<file path="src/rtl/core/cpr_pkg.sv">
// ----------------------------------------------------------------------------
// cpr_pkg
// Types and fixed field layout for the clock page replacement block.
// ----------------------------------------------------------------------------
package cpr_pkg;

	typedef enum logic [2:0] {
		ST_IDLE,
		ST_SEARCH,
		ST_SWEEP,
		ST_EVICT,
		ST_DONE
	} state_t;

	localparam int CFG_W       = 5;
	localparam logic [CFG_W-1:0] FRAMES_RESET = 5'd16;

	localparam int PAGE_IN_W   = 16;
	localparam int FRAME_OUT_W = 4;
	localparam int FAULT_W     = 32;
	localparam logic [FAULT_W-1:0] FAULT_MAX = '1;

	localparam int OUT_FRAME_LSB = 0;
	localparam int OUT_EVICT_LSB = OUT_FRAME_LSB + FRAME_OUT_W;
	localparam int OUT_FAULT_LSB = OUT_EVICT_LSB + PAGE_IN_W;
	localparam int OUT_USED_W    = OUT_FAULT_LSB + FAULT_W;
	localparam int M_TDATA_W     = ((OUT_USED_W + 7) / 8) * 8;
	localparam int OUT_PAD_W     = M_TDATA_W - OUT_USED_W;

	localparam int M_TUSER_W  = 2;
	localparam int USER_HIT   = 0;
	localparam int USER_EVICT = 1;

endpackage

</file>
<file path="src/rtl/core/cpr_ram.sv">
// ----------------------------------------------------------------------------
// cpr_ram
// Generic single-write, single-read RAM with registered read data.
// ----------------------------------------------------------------------------
module cpr_ram #(
	parameter int WIDTH = 16,
	parameter int DEPTH = 16
) (
	input  logic                                    clk,
	input  logic                                    we,
	input  logic [((DEPTH > 1) ? $clog2(DEPTH) : 1)-1:0] waddr,
	input  logic [WIDTH-1:0]                        wdata,
	input  logic [((DEPTH > 1) ? $clog2(DEPTH) : 1)-1:0] raddr,
	output logic [WIDTH-1:0]                        rdata
);

	logic [WIDTH-1:0] mem_q [DEPTH];

	always_ff @(posedge clk) begin
		if (we) begin
			mem_q[waddr] <= wdata;
		end
		rdata <= mem_q[raddr];
	end

endmodule

</file>
<file path="src/rtl/core/clock_page_replacement_top.sv">
// One item is taken at a time. A hit ends the serial tag search at its frame; a fault
// searches all n frames in use, then sweeps the hand, clearing set reference bits, and
// then evicts. The time is set by the serial tag search through the single read port
// of the page RAM and by the hand sweep.
// Reset: all frames empty, reference bits clear, hand 0, fault count 0,
// frames_in_use 16. Page RAM is not cleared; no reset pass.
// ----------------------------------------------------------------------------
// clock_page_replacement_top
// Second-chance page replacement over a RAM of resident pages.
// ----------------------------------------------------------------------------
module clock_page_replacement_top import cpr_pkg::*; #(
	parameter int FRAME_COUNT = 16,
	parameter int PAGE_BITS   = 16
) (
	input  logic                 clk,
	input  logic                 arst_n,
	input  logic                 s_tvalid,
	output logic                 s_tready,
	input  logic [PAGE_IN_W-1:0] s_tdata,   // page_number
	output logic                 m_tvalid,
	input  logic                 m_tready,
	output logic [M_TDATA_W-1:0] m_tdata,   // frame_index, evicted_page, fault_total, pad
	output logic [M_TUSER_W-1:0] m_tuser,   // hit, evicted_valid
	input  logic                 cfg_valid,
	output logic                 cfg_ready,
	input  logic [CFG_W-1:0]     cfg_data   // frames_in_use
);

	localparam int IDX_W = (FRAME_COUNT > 1) ? $clog2(FRAME_COUNT) : 1;
	localparam int CNT_W = $clog2(FRAME_COUNT + 1);
	localparam logic [CNT_W-1:0] FRAMES_MAX = CNT_W'(FRAME_COUNT);

	state_t state_q, state_d;

	logic [CFG_W-1:0]       frames_q;
	logic [PAGE_BITS-1:0]   page_q;
	logic [CNT_W-1:0]       scan_q;
	logic                   chk_s1;
	logic [IDX_W-1:0]       idx_s1;
	logic [IDX_W-1:0]       pos_q;
	logic [IDX_W-1:0]       hand_q;
	logic [FAULT_W-1:0]     fault_q;
	logic [FRAME_COUNT-1:0] valid_q;
	logic [FRAME_COUNT-1:0] ref_q;

	logic                   res_hit_q;
	logic [IDX_W-1:0]       res_frame_q;
	logic                   res_ev_valid_q;
	logic [PAGE_BITS-1:0]   res_ev_page_q;

	logic                   m_tvalid_q;
	logic [M_TDATA_W-1:0]   m_tdata_q;
	logic [M_TUSER_W-1:0]   m_tuser_q;

	logic [CNT_W-1:0]       n_act;
	logic [31:0]            page_ext;
	logic [PAGE_BITS-1:0]   page_in;
	logic [PAGE_BITS-1:0]   rd_page;
	logic [IDX_W-1:0]       rd_addr;
	logic                   issue;
	logic                   match;
	logic                   search_miss;
	logic [CNT_W-1:0]       pos_plus;
	logic [IDX_W-1:0]       pos_wrap;
	logic [IDX_W-1:0]       sweep_start;
	logic                   in_xfer;
	logic                   out_free;
	logic                   load_out;
	logic                   ram_we;
	logic [31:0]            frame_ext;
	logic [31:0]            ev_ext;

	// active frame count, clamped to 1..FRAME_COUNT
	always_comb begin
		if (frames_q == '0) begin
			n_act = CNT_W'(1);
		end else if (32'(frames_q) > 32'(FRAME_COUNT)) begin
			n_act = FRAMES_MAX;
		end else begin
			n_act = CNT_W'(frames_q);
		end
	end

	assign page_ext    = 32'(s_tdata);
	assign page_in     = page_ext[PAGE_BITS-1:0];

	assign issue       = (scan_q < n_act);
	assign match       = chk_s1 && valid_q[idx_s1] && (rd_page == page_q);
	assign search_miss = !issue && !chk_s1;

	assign pos_plus    = CNT_W'(pos_q) + CNT_W'(1);
	assign pos_wrap    = (pos_plus == n_act) ? '0 : pos_plus[IDX_W-1:0];
	assign sweep_start = (CNT_W'(hand_q) < n_act) ? hand_q : '0;

	assign out_free    = !m_tvalid_q || m_tready;

	cpr_ram #(
		.WIDTH(PAGE_BITS),
		.DEPTH(FRAME_COUNT)
	) u_page_ram (
		.clk   (clk),
		.we    (ram_we),
		.waddr (pos_q),
		.wdata (page_q),
		.raddr (rd_addr),
		.rdata (rd_page)
	);

	always_comb begin
		state_d = state_q;
		case (state_q)
			ST_IDLE: begin
				if (s_tvalid) begin
					state_d = ST_SEARCH;
				end
			end
			ST_SEARCH: begin
				if (match) begin
					state_d = ST_DONE;
				end else if (search_miss) begin
					state_d = ST_SWEEP;
				end
			end
			ST_SWEEP: begin
				if (!ref_q[pos_q]) begin
					state_d = ST_EVICT;
				end
			end
			ST_EVICT: begin
				state_d = ST_DONE;
			end
			ST_DONE: begin
				if (out_free) begin
					state_d = ST_IDLE;
				end
			end
			default: begin
				state_d = ST_IDLE;
			end
		endcase
	end

	always_comb begin
		s_tready = 1'b0;
		ram_we   = 1'b0;
		load_out = 1'b0;
		rd_addr  = scan_q[IDX_W-1:0];
		case (state_q)
			ST_IDLE: begin
				s_tready = 1'b1;
			end
			ST_SWEEP: begin
				rd_addr = pos_q;
			end
			ST_EVICT: begin
				ram_we = 1'b1;
			end
			ST_DONE: begin
				load_out = out_free;
			end
			default: begin
				s_tready = 1'b0;
			end
		endcase
	end

	assign in_xfer = s_tvalid && s_tready;

	always_ff @(posedge clk or negedge arst_n) begin
		if (!arst_n) begin
			state_q    <= ST_IDLE;
			frames_q   <= FRAMES_RESET;
			scan_q     <= '0;
			chk_s1     <= 1'b0;
			pos_q      <= '0;
			hand_q     <= '0;
			fault_q    <= '0;
			valid_q    <= '0;
			ref_q      <= '0;
			m_tvalid_q <= 1'b0;
		end else begin
			state_q <= state_d;
			if (cfg_valid) begin
				frames_q <= cfg_data;
			end
			if (in_xfer) begin
				scan_q <= '0;
				chk_s1 <= 1'b0;
			end else if (state_q == ST_SEARCH) begin
				if (issue) begin
					scan_q <= scan_q + CNT_W'(1);
				end
				chk_s1 <= issue;
				if (match) begin
					ref_q[idx_s1] <= 1'b1;
				end else if (search_miss) begin
					pos_q <= sweep_start;
				end
			end else if (state_q == ST_SWEEP) begin
				if (ref_q[pos_q]) begin
					ref_q[pos_q] <= 1'b0;
					pos_q        <= pos_wrap;
				end
			end else if (state_q == ST_EVICT) begin
				valid_q[pos_q] <= 1'b1;
				hand_q         <= pos_wrap;
				if (fault_q != FAULT_MAX) begin
					fault_q <= fault_q + FAULT_W'(1);
				end
			end
			if (load_out) begin
				m_tvalid_q <= 1'b1;
			end else if (m_tready) begin
				m_tvalid_q <= 1'b0;
			end
		end
	end

	assign frame_ext = 32'(res_frame_q);
	assign ev_ext    = 32'(res_ev_page_q);

	always_ff @(posedge clk) begin
		if (in_xfer) begin
			page_q <= page_in;
		end
		if (state_q == ST_SEARCH) begin
			idx_s1 <= scan_q[IDX_W-1:0];
			if (match) begin
				res_hit_q      <= 1'b1;
				res_frame_q    <= idx_s1;
				res_ev_valid_q <= 1'b0;
				res_ev_page_q  <= '0;
			end
		end
		if (state_q == ST_EVICT) begin
			res_hit_q      <= 1'b0;
			res_frame_q    <= pos_q;
			res_ev_valid_q <= valid_q[pos_q];
			res_ev_page_q  <= valid_q[pos_q] ? rd_page : '0;
		end
		if (load_out) begin
			m_tdata_q <= {{OUT_PAD_W{1'b0}}, fault_q, ev_ext[PAGE_IN_W-1:0],
				frame_ext[FRAME_OUT_W-1:0]};
			m_tuser_q <= {res_ev_valid_q, res_hit_q};
		end
	end

	assign m_tvalid  = m_tvalid_q;
	assign m_tdata   = m_tdata_q;
	assign m_tuser   = m_tuser_q;
	assign cfg_ready = 1'b1;

endmodule

</file>
<file path="config.mk">
export PLATFORM = sky130hd
export DESIGN_NAME = clock_page_replacement_top
export DESIGN_NICKNAME = d
export VERILOG_FILES = /design/src/rtl/core/cpr_pkg.sv /design/src/rtl/core/cpr_ram.sv /design/src/rtl/core/clock_page_replacement_top.sv
export SDC_FILE = /design/constraint.sdc
export NUM_CORES = 1
export LEC_CHECK = 0
export BUFFER_PORTS_ARGS = -buffer_cell sky130_fd_sc_hd__buf_2
export CORE_MARGIN = 4
export CORE_UTILIZATION = 45
export CTS_CLUSTER_SIZE = 30
export DETAILED_ROUTE_END_ITERATION = 10
export PLACE_DENSITY = 0.71
export SYNTH_ARGS = -nofsm -noshare
export SYNTH_HDL_FRONTEND = slang
export SYNTH_SLANG_ARGS = --single-unit
</file>
<file path="constraint.sdc">
create_clock -name clk -period 4.02 [get_ports clk]
set_input_delay 1.206 -clock clk [delete_from_list [all_inputs] [get_ports clk]]
set_output_delay 1.206 -clock clk [all_outputs]
set_load 0.01 [all_outputs]
</file>
---- Word level (Yosys, flattened, before mapping) ----
Memories as Yosys holds them, arrays and structs flattened. A register that Yosys moved wholly into a read port is not among the register bits.
Cells that the tools add are included.
storage, ports and cells
  input port bits ......................... 26
  logic and storage cells ................. 129
  memories ................................ 1
  register bits ........................... 183
  bits in writable memories ............... 256
  output and inout port bits .............. 61
operators by class
  add/sub/neg operators ................... 3
  reduce and logical (&&, ||, !) cells .... 27
  bitwise logic cells ..................... 7
  equality and inequality tests ........... 14
  mux-type cells .......................... 52
  magnitude comparators ................... 7
memories
  name              words  bits a word  rd ports  clocked after Yosys merged registers in  wr ports  line           RTL
  u_page_ram.mem_q  16     16           1         1                                        1         cpr_ram.sv:17  logic [WIDTH-1:0] mem_q [DEPTH];
operators with widths
  operator                 count
  $mux W16                 8
  $mux W4                  11
  $add A32 B1 Y32 const B  1
  $ne A32 B32 Y1 const B   1
  $or A16 B16 Y16          2
  $mux W5                  5
  $mux W1                  17
  $and A16 B16 Y16         1
  $eq A16 B16 Y1           1
  $not A16 Y16             1
  $mux W3                  5
  $pmux W3 S5              1
  $reduce_bool A2 Y1       7
  $bmux W1 S4              3
  $ne A2 B2 Y1 const B     6
  $reduce_and A4 Y1        3
  $lt A4 B5 Y1 const B     2
  $reduce_and A5 Y1        2
  $demux W1 S4             2
  $ge A4 B1 Y1 const B     2
  $eq A3 B2 Y1 const B     2
  $logic_and A1 B1 Y1      6
  $reduce_and A2 Y1        3
  $add A4 B1 Y5 const B    1
  13 further kinds         17

---- Depth between registers and ports, before layout ----
Gate-level depths: netlist of run 1.
  depth in word-level cells ............... 9
  mapped depth ............................ 10
  depth with buffers taken out ............ 9

---- By module ----
A second synthesis of run 1 with hierarchy kept.
second synthesis, totals
  cell total of the unflattened synthesis .. 1021
  area total of the unflattened synthesis .. 18017.3 um^2
by module, submodules not included
  module                      cells an instance  times used  seq. area each (um^2)  area each (um^2)
  cpr_ram                     432                1           8007.7                 10042.1
  clock_page_replacement_top  589                1           5051.1                 7975.1

---- Least setup slack after synthesis of run 1 ----
Ideal clock, no wire load.
  kind .................................... input port to flip-flop
  start ................................... input m_tready
  end ..................................... register m_tdata_q[0], in the netlist m_tdata[0] (enable)
  data required time ...................... 3554 ps
  path buffers ............................ 0
  stages .................................. 2
  setup time .............................. 466 ps
  data arrival time ....................... 3522 ps
  setup slack ............................. 32 ps
  path through ............................ nor2b_1 -> nor2_1
between the ends
  cells in the longest elaborated chain, start to end .. 2
RTL lines
  what                  line                               RTL
  start, declared       clock_page_replacement_top.sv:21   input logic m_tready,
  $logic_or A1 B1 Y1    clock_page_replacement_top.sv:95   assign out_free = !m_tvalid_q || m_tready;
  $mux W1               clock_page_replacement_top.sv:148  case (state_q)
  named net load_out    clock_page_replacement_top.sv:68   logic load_out;
  end signal, assigned  clock_page_replacement_top.sv:242  m_tdata_q <= {{OUT_PAD_W{1'b0}}, fault_q, ev_ext[PAGE_IN_W-1:0],
  end, declared         clock_page_replacement_top.sv:52   logic [M_TDATA_W-1:0] m_tdata_q;
The timed path passes the listed nets, and every way through them passes these cells.
A chain may end at the register's enable or synchronous reset.

---- Worst setup path in the final report of run 1 ----
  start ................................... register page_q[7]
  end ..................................... register res_ev_page_q[3] (enable)
between the ends
  cells in the longest elaborated chain, start to end .. 4
RTL lines
  what                                 line                               RTL
  start, declared                      clock_page_replacement_top.sv:36   logic [PAGE_BITS-1:0] page_q;
  start signal, assigned               clock_page_replacement_top.sv:224  page_q <= page_in;
  $eq A16 B16 Y1                       clock_page_replacement_top.sv:88   assign match = chk_s1 && valid_q[idx_s1] && (rd_page == page_q);
  $logic_and A1 B1 Y1                  clock_page_replacement_top.sv:88
  $reduce_bool A2 Y1 (no source line)  --
  $reduce_and A2 Y1 (no source line)   --
  end signal, assigned                 clock_page_replacement_top.sv:239  res_ev_page_q <= valid_q[pos_q] ? rd_page : '0;
  end, declared                        clock_page_replacement_top.sv:49   logic [PAGE_BITS-1:0] res_ev_page_q;
No other way between the ends.

==> metrics.md, run 1 <==
| Metric | Value |
|---|---|
| Status | complete, no violations |
| WP data required | 4.26 ns |
| # setup viols final | 0 |
| CTS root buffer | clkbuf_16 |
| FFs w/ async S/R, synth | 19.1% |
| Vias/cell | 5.49 |
| Worst-case clock buffer depth | 3 |
| Synth top area share | 57.3% |
| Max Slew Vio Count | 0 |
| Min-Delay Path Class | flip-flop to flip-flop |
| Crit path max-delay cell type | nor4_1 |
| Clk_skew | 0.0153 ns |
| Starting Density | 45.8% |
| Residual DRC count | 0 |
| Distinct cells, synth | 56 |
| Synth-to-layout area growth | 13.7% |
| Detailed-placement wirelength estimate | 23,800 um |
| Hold Path End | m_tdata[12]$_DFFE_PP_ |
| R2r setup slk | 1.01 ns |
| Most common cell in the netlist | edfxtp_1 |
| Reg2reg path depth | 7 |
| Final wirelength | 39,600 um |
| CTS Hold Bufs | 0 |
| Gr usage total | 17.6% |
| Final worst path period need | 3.01 ns |
| RSZ-0062 raised after global routing | no |
| 1st-iter DRT viols | 1,108 |
| Post-synth top cells | edfxtp_1, nand2_1, dfrtp_1 |
| Setup CP Type | flip-flop to flip-flop |
| Placeable Area | 40,100 um^2 |
| Pwr Density | 658 nW/um^2 |
| Worst-path fanout max | 21 |
| TritonCTS clock tree | done |
| Levels on crit path | 7 |
| Post-CTS Setup Inserts | 0 |
| Setup TNS | 0 ns |
| FF-to-FF Start | page_q[7]$_DFFE_PP_ |
| Crit end category | flip-flop |
| Pin count of the biggest net entering global routing | 113 |
| NumNets Final | 1,466 |
| Num CTS Buffers | 45 |
| Number of global-route vias before repair | 10,600 |
| Worst VDD drop | 0.000484 V |
| Crit path arrival time | 3.25 ns |
| Mean Syn Cell Area | 13.8 um^2 |
| RR Endpoint | res_ev_page_q[3]$_SDFFCE_PN0P_ |
| Share of cells above drive strength 1 | 15.6% |
| Max_slew headroom | 15.4% |
| Die area | 44,100 um^2 |
| Post-synth top area cell | edfxtp_1 |
| Sequential-to-total area share from yosys stat | 71.0% |
| # IOs | 87 |
| CP Launch Type | flip-flop |
| Worst-margin pin slew | 1.27 ns |
| Seq cells post-synth | 455 |
| Mapped Cells | 1,334 |
| Dominant synthesized flop cell | edfxtp_1 |
| CP top delay family | simple AND/OR/NAND/NOR gates |
| Leak Pwr | 8.03 nW |
| Final Hold Fails | 0 |
| Post-CTS sizing | 0 |
| Die H | 210 um |
| Skew-Pair Late Insertion Delay | 0.57 ns |
| Placer Congestion | 0.854 |
| Fillers | 3,268 |
| Synth top area cells | edfxtp_1, dfrtp_1, nand2_1 |
| Number of port buffers | 81 |
| Buf/Inv on CP | 1 |
| TritonCTS Sinks | 455 |
| Fin util | 52.1% |
| CP Cell Sequence | xor2_1, nor4_1, nand4_1, nor3_1, nor2_1, nor2_2, buf_4 |
| Cell area after synthesis | 18,400 um^2 |
| Number of flops mapped to enable cells by yosys | 351 |
| Row Count | 73 |
| Pre-Repair DR Iteration Count | 5 |
| Grt ovf | 0 |
| Clock Pin Slew Worst Setup and Hold Paths | 0.06 ns |
| Die width | 210 um |
| Hold Crit Start | res_ev_page_q[8]$_SDFFCE_PN0P_ |
| Post-route ant nets | 0 |
| Yosys warns | 0 |
| # H-tree levels | 2 |
| Slowest stage delay, CP | 0.75 ns |
| Via Count | 10,900 |
| Ant. Diodes | 0 |
| Max Cap Violations | 0 |
| Wire per inst | 19.9 um |
| Fin crit share | 74.9% |
| Initial antenna violation count | 1 |
| Hold depth | 0 |
| Global-route wire length before repair | 61,300 um |
| Fmax | 332 MHz |
## kinds of logic (layout without fill, tap and decap cells)
| logic type | Yosys count | after routing | synth area share [%] |
|---|---|---|---|
| AOI/OAI and AO/OA | 140 | 140 | 4.96 |
| xor gates and xnor gates | 56 | 56 | 2.67 |
| adders and majority gates | 13 | 13 | 0.885 |
| buffers and inverters | 76 | 203 | 1.93 |
| DFF | 455 | 455 | 71.0 |
| muxes | 79 | 79 | 5.25 |
| other | 2 | 5 | 0.0409 |
| and+or+nand+nor | 513 | 513 | 13.2 |
## through the flow
step | total power, mW | hold slack [ns] | worst slack, ns | area, um^2 | instances
floorplan | 8.69 | 0.400 | 0.0319 | 18400 | 1337
global route | 14.5 | 0.433 | 0.862 | 20900 | 1989
global placement | 9.61 | 0.404 | 1.03 | 19400 | 1905
CTS | 13.9 | 0.420 | 1.03 | 20900 | 1989
detailed placement | 9.72 | 0.406 | 1.05 | 19400 | 1905
finish | 13.8 | 0.418 | 1.01 | 20900 | 1989
## sequential cells by signal, indices dropped and copies added (netlist names), 16 cells and up
register	cells
u_page_ram.mem_q	256
m_tdata	52
fault_q	32
page_q	16
ref_q	16
res_ev_page_q	16
u_page_ram.rdata	16
valid_q	16
## where the power goes
part	switching [mW]	internal [mW]	total (mW)
Combinational	2.17	1.27	3.44
Sequential	0.504	5.69	6.19
Clock	1.72	2.41	4.12
Total	4.39	9.37	13.8
## cell usage in the layout (no fill, tap or decap), drive strengths merged, types with 3 or more instances in the layout
cell type,n
o21ai,75
nand3,61
o221ai,17
and2,6
or2,19
a32oi,21
mux4,11
and3,36
nor2b,4
o22ai,4
nor2,32
clkbuf,66
and4,5
nand4,10
o31ai,4
nand2,285
conb,5
buf,110
xor2,36
xnor2,20
clkinv,15
mux2,14
a21oi,4
nor4,8
dfrtp,86
mux2i,54
ha,13
a21o,4
nand2b,6
edfxtp,351
nor3,14
inv,9
dfxtp,17
nand3b,19
or3,3
## per-layer routing
layer	vias up	GRT usage, %	wire [um]
li1	5065	-	-
met1	5371	24.9	17000
met2	399	27.7	18600
met3	75	3.50	2900
met4	0	5.76	1060
met5	-	0	0
## layout make-up
cell class	count	area, um^2	area share, %
Clock buffer	66	1320	6.31
Clock inverter	18	139	0.665
Inverter	9	33.8	0.162
Multi-Input combinational cell	806	5020	24.0
Sequential cell	455	13100	62.5
Tap cell	525	657	3.14
Timing Repair Buffer	110	663	3.17
## worst max path at each step
stage                                   start                         endpoint  slack (ns)
after floorplan                      m_tready             m_tdata[0]$_DFFE_PP_        0.03
after global placement    page_q[7]$_DFFE_PP_   res_ev_page_q[8]$_SDFFCE_PN0P_        1.03
after detailed placement  page_q[7]$_DFFE_PP_   res_ev_page_q[8]$_SDFFCE_PN0P_        1.05
after CTS                 page_q[7]$_DFFE_PP_   res_ev_page_q[3]$_SDFFCE_PN0P_        1.03
after global routing      page_q[7]$_DFFE_PP_  res_ev_page_q[11]$_SDFFCE_PN0P_        0.86
final                     page_q[7]$_DFFE_PP_   res_ev_page_q[3]$_SDFFCE_PN0P_        1.01
Note: power is estimated with default switching activity, not from simulation.
==> run 2, diff against run 1 <==
Settings changed: ABC_AREA set to 1.
Clock period 4.02 ns to 3.05 ns, I/O delays scaled along.
==> metrics.md, run 2 <==
| Metric | Value |
|---|---|
| Status | complete, no violations |
| Pin count of the biggest net entering global routing | 65 |
| Leak Pwr | 9.18 nW |
| Hold Worst Slack | 0.274 ns |
| Min-Delay Path Class | input port to asynchronous set/reset pin |
| Gr usage total | 20.2% |
| Crit end category | output port |
| Grt ovf | 0 |
| Pre-Repair DR Iteration Count | 5 |
| Commonest non-fill, non-tap cell in the layout | nand2_1 |
| 1st-iter DRT viols | 1,577 |
| Pwr Density | 898 nW/um^2 |
| Clock Pin Slew Worst Setup and Hold Paths | 0.07 ns |
| Mux cell area share after synthesis | 0.113% |
| Mapped Cells | 1,861 |
| Yosys warns | 0 |
| Ant. Diodes | 0 |
| Die width | 218 um |
| Post-route ant nets | 0 |
| # setup viols final | 0 |
| NumNets Final | 1,998 |
| Number of global-route vias before repair | 13,300 |
| Final worst path period need | 2.62 ns |
| Fmax | 382 MHz |
| Global-route wire length before repair | 75,100 um |
| CTS Hold Bufs | 0 |
| Setup TNS | 0 ns |
| Synth-to-layout area growth | 13.9% |
| Setup CP Type | flip-flop to output port |
| Crit path arrival time | 1.70 ns |
| Number of flops mapped to enable cells by yosys | 351 |
| Placeable Area | 43,500 um^2 |
| Sequential-to-total area share from yosys stat | 65.6% |
| Die area | 47,700 um^2 |
| Cell area after synthesis | 19,900 um^2 |
| Wire per inst | 18.6 um |
| Max Cap Violations | 0 |
| CP Launch Type | flip-flop |
| Max_slew headroom | 38.5% |
| Largest family of logic cells by synthesized area | simple AND/OR/NAND/NOR gates |
| Worst-margin pin slew | 0.922 ns |
| Most common cell in the netlist | nand2_1 |
| Placer Congestion | 0.959 |
| Worst-path fanout max | 3 |
| Flip-flop count of the largest register, all copies and words added | 256 |
| TritonCTS Sinks | 455 |
| Max Slew Vio Count | 0 |
| # H-tree levels | 2 |
| Synth top area share | 52.9% |
| Fraction of the mapped netlist area in simple logic gates | 17.9% |
| XOR/XNOR share of the synthesized area | 1.41% |
| Row Count | 76 |
| Post-synth top cells | nand2_1, edfxtp_1, inv_1 |
| TritonCTS clock tree | done |
| Detailed-placement wirelength estimate | 29,500 um |
| FFs w/ async S/R, synth | 19.1% |
| Distinct cells, synth | 42 |
| Via Count | 13,700 |
| Initial antenna violation count | 1 |
| CTS root buffer | clkbuf_16 |
| Commonest non-fill, non-tap cells in the layout | nand2_1, edfxtp_1, inv_1 |
| Seq cells post-synth | 455 |
| Worst-case clock buffer depth | 3 |
| Worst Setup SP | state_q[2]$_DFFE_PN0P_ |
| Post-Synth Adder-Cell Area | 0.817% |
| Vias/cell | 5.32 |
| FF-to-FF Start | state_q[2]$_DFFE_PN0P_ |
| Dominant synthesized flop cell | edfxtp_1 |
| Number of port buffers | 81 |
| Share of cells above drive strength 1 | 13.0% |
| Final Hold Fails | 0 |
| Fin crit share | 85.8% |
| Complex-gate fraction of the synthesized area | 6.95% |
| Mean Syn Cell Area | 10.7 um^2 |
| Worst VDD drop | 0.000830 V |
| Die H | 218 um |
| RSZ-0062 raised after global routing | no |
| Post-CTS sizing | 0 |
| WP data required | 2.13 ns |
| Most flop-heavy register | u_page_ram.mem_q |
| Final wirelength | 48,100 um |
| Num CTS Buffers | 46 |
| Clk_skew | 0.0185 ns |
| Residual DRC count | 0 |
| Synth top area cells | edfxtp_1, dfrtp_1, nand2_1 |
| Post-synth top area cell | edfxtp_1 |
| Fin util | 52.2% |
| # IOs | 87 |
| Starting Density | 45.8% |
| Post-CTS Setup Inserts | 0 |
| Skew-Pair Late Insertion Delay | 0.59 ns |
## run 2: power breakdown
part | switching (mW) | leakage, nW | internal [mW]
logic | 4.35 | 3.91 | 1.99
registers | 0.592 | 4.50 | 7.48
clock network | 2.40 | 0.773 | 3.55
## run 2: worst max-delay path, stage by stage (launching register included)
cell and delay (ns):
dfrtp_1 0.40, nor2_2 0.14, inv_1 0.07, nor2_1 0.30, buf_2 0.22
## run 2: stage by stage
step	worst slack, ns	instance area, um^2	total power [mW]	instances
floorplan	0.251	19900	12.6	1864
global placement	0.692	21100	14.3	2496
detailed placement	0.617	21100	14.4	2496
CTS	0.432	22700	20.4	2581
global route	0.348	22700	21.5	2581
finish	0.434	22700	20.4	2581
## run 2: final timing paths
path                                                to  slack [ns]  cells past startpoint
setup / recovery                              s_tready        0.43                      4
hold / removal                  fault_q[9]$_DFFE_PN0P_        0.27                      1
setup reg to reg           u_page_ram.rdata[7]$_DFF_P_        0.60                     10
hold reg to reg                  m_tdata[11]$_DFFE_PP_        0.41                      0
max in group asynchronous        scan_q[3]$_DFFE_PN0P_        2.08                      2
min in group clk                 m_tdata[11]$_DFFE_PP_        0.41                      0
## run 2: routing by layer
| metal | track usage [%] | part of all wire, % | up-vias |
|---|---|---|---|
| met5 | 0 | 0.027 | - |
| met4 | 6.09 | 2.8 | 2 |
| met3 | 4.03 | 8.7 | 107 |
| met2 | 32.6 | 46 | 599 |
| met1 | 28.1 | 42 | 6569 |
| li1 | - | - | 6462 |
## run 2: cells by family after synthesis
group	after synthesis
simple gates	835
buf+inv	314
flops	455
mux	2
compound gates	208
other cells	2
xor+xnor	32
fa+ha+maj	13
## run 2: final cells by class
class / count / area, um^2
fillers: 3756 / 20800
repair buffers: 130 / 938
well taps: 585 / 732
multi-input cells: 1095 / 5490
clock inverters: 28 / 368
inverters: 231 / 870
flip-flops and latches: 455 / 13100
clock buffers: 57 / 1220
==> run 3, diff against run 2 <==
Settings changed: CORE_MARGIN 4 to unset, CORE_UTILIZATION 45 to 35, PLACE_DENSITY 0.71 to 0.6.
==> metrics.md, run 3 (synthesis gave the netlist of run 2 again) <==
| Metric | Value |
|---|---|
| Status | complete, no violations |
| # setup viols final | 0 |
| Worst Setup SP | page_q[9]$_DFFE_PP_ |
| Pre-Repair DR Iteration Count | 5 |
| Pwr Density | 881 nW/um^2 |
| Leak Pwr | 9.15 nW |
| Clk_skew | 0.0398 ns |
| Post-CTS Setup Inserts | 0 |
| Placer Congestion | 0.865 |
| RSZ-0062 raised after global routing | no |
| Die H | 241 um |
| # H-tree levels | 2 |
| DR WL met2 | 22,900 um |
| Starting Density | 35.4% |
| Min-Delay Path Class | input port to asynchronous set/reset pin |
| Final wirelength | 49,300 um |
| Initial antenna violation count | 1 |
| Max_slew headroom | 50.2% |
| Residual DRC count | 0 |
| Crit path arrival time | 2.89 ns |
| Cell area after layout | 22,800 um^2 |
| Skew-Pair Late Insertion Delay | 0.61 ns |
| Via Count | 13,500 |
| Max Slew Vio Count | 0 |
| Detailed-placement wirelength estimate | 30,400 um |
| FF-to-FF Start | page_q[9]$_DFFE_PP_ |
| Final worst path period need | 2.63 ns |
| # IOs | 87 |
| Met1 Wirelength | 22,200 um |
| 1st-iter DRT viols | 1,151 |
| Most used cell, CP | nand2_1 |
| Placeable Area | 56,300 um^2 |
| CP Launch Type | flip-flop |
| Num CTS Buffers | 49 |
| Vias/cell | 4.88 |
| Clock Pin Slew Worst Setup and Hold Paths | 0.06 ns |
| Max Cap Violations | 0 |
| Fin cells | 2,761 |
| NumNets Final | 2,003 |
| Synth-to-layout area growth | 14.6% |
| R2r setup slk | 0.42 ns |
| Commonest non-fill, non-tap cell in the layout | nand2_1 |
| Slowest stage delay, CP | 0.66 ns |
| Fmax | 380 MHz |
| Worst-path fanout max | 21 |
| Metal3 WL | 3050 um |
| DP Area | 21,300 um^2 |
| Most flop-heavy register | u_page_ram.mem_q |
| Grt ovf | 0 |
| CP Cell Sequence | inv_1, nand2_1, nand2_1, inv_1, nand2_1, nor2_1, nand3_1, nor2_1, nand3_1, nand2_1, buf_4 |
| Cell count after placement | 2,669 |
| Worst-case clock buffer depth | 3 |
| Pre-CTS setup slack | 0.433 ns |
| Ant. Diodes | 0 |
| CTS root buffer | clkbuf_16 |
| Die width | 241 um |
| Pin count of the biggest net entering global routing | 72 |
| Setup TNS | 0 ns |
| Worst-margin pin slew | 0.744 ns |
| Fin crit share | 86.3% |
| Post-CTS sizing | 0 |
| Setup CP Type | flip-flop to flip-flop |
| Commonest non-fill, non-tap cells in the layout | nand2_1, edfxtp_1, inv_1 |
| Crit path max-delay cell type | edfxtp_1 |
| CTS Hold Bufs | 0 |
| Global-route wire length before repair | 74,900 um |
| Gr usage total | 17.1% |
| Worst VDD drop | 0.000497 V |
| Die area | 57,900 um^2 |
| Share of cells above drive strength 1 | 13.4% |
| Flip-flop count of the largest register, all copies and words added | 256 |
| WP data required | 3.30 ns |
| Crit end category | flip-flop |
| Final worst setup slack | 0.417 ns |
| Wire per inst | 17.9 um |
| Final Hold Fails | 0 |
| TritonCTS Sinks | 455 |
| Post-route ant nets | 0 |
| TritonCTS clock tree | done |
| Top layer in use | met4 |
| Row Count | 87 |
| Number of port buffers | 81 |
| Number of global-route vias before repair | 12,600 |
==> run 3: cell types whose count changed in the layout (fill, tap and decap cells not counted), sizes merged <==
cell    before  now
bufinv       8    2
clkbuf      57   72
buf        130  132
inv        235  233
==> run 3: metal layers <==
metal | global-route usage [%] | up-vias
li1 | - | 6489
met3 | 2.99 | 74
met4 | 5.33 | 0
met2 | 27.1 | 398
met1 | 24.0 | 6508
met5 | 0 | -
==> run 3: power by group <==
part           switching (mW)  internal (mW)
Sequential              0.582           7.48
Clock                    2.44           3.31
Combinational            4.37           1.93
Total                    7.40           12.7
==> run 3: layout make-up <==
cell class / instances / area [um^2]
well taps: 756 / 946
flip-flops and latches: 455 / 13100
fillers: 5378 / 33400
multi-input cells: 1095 / 5510
inverters: 231 / 870
clock inverters: 20 / 199
repair buffers: 132 / 878
clock buffers: 72 / 1370
==> run 3: worst paths after layout <==
| check | end | depth (start not counted) |
|---|---|---|
| max | res_ev_page_q[14]$_SDFFCE_PN0P_ | 11 |
| min | fault_q[6]$_DFFE_PN0P_ | 1 |
| max reg2reg | res_ev_page_q[14]$_SDFFCE_PN0P_ | 11 |
| min reg2reg | m_tdata[4]$_DFFE_PP_ | 0 |
| max in group asynchronous | frames_q[4]$_DFFE_PN1P_ | 2 |
| min in group clk | m_tdata[4]$_DFFE_PP_ | 0 |
==> run 3: critical path: cells and delay by family, from the launching register on <==
family / cells / cell delay (ns)
buffers and inverters: 3 / 0.47
DFF: 1 / 0.66
and+or+nand+nor: 8 / 1.13
==> run 3: per-stage QoR <==
step	util [%]	hold slack (ns)	power, mW
final	40.6	0.284	20.1
after global placement	37.8	0.408	14.4
after CTS	40.6	0.277	20.3
after floorplan	-	0.400	12.6
after detailed placement	37.8	0.405	14.5
after global routing	40.6	0.304	21.3
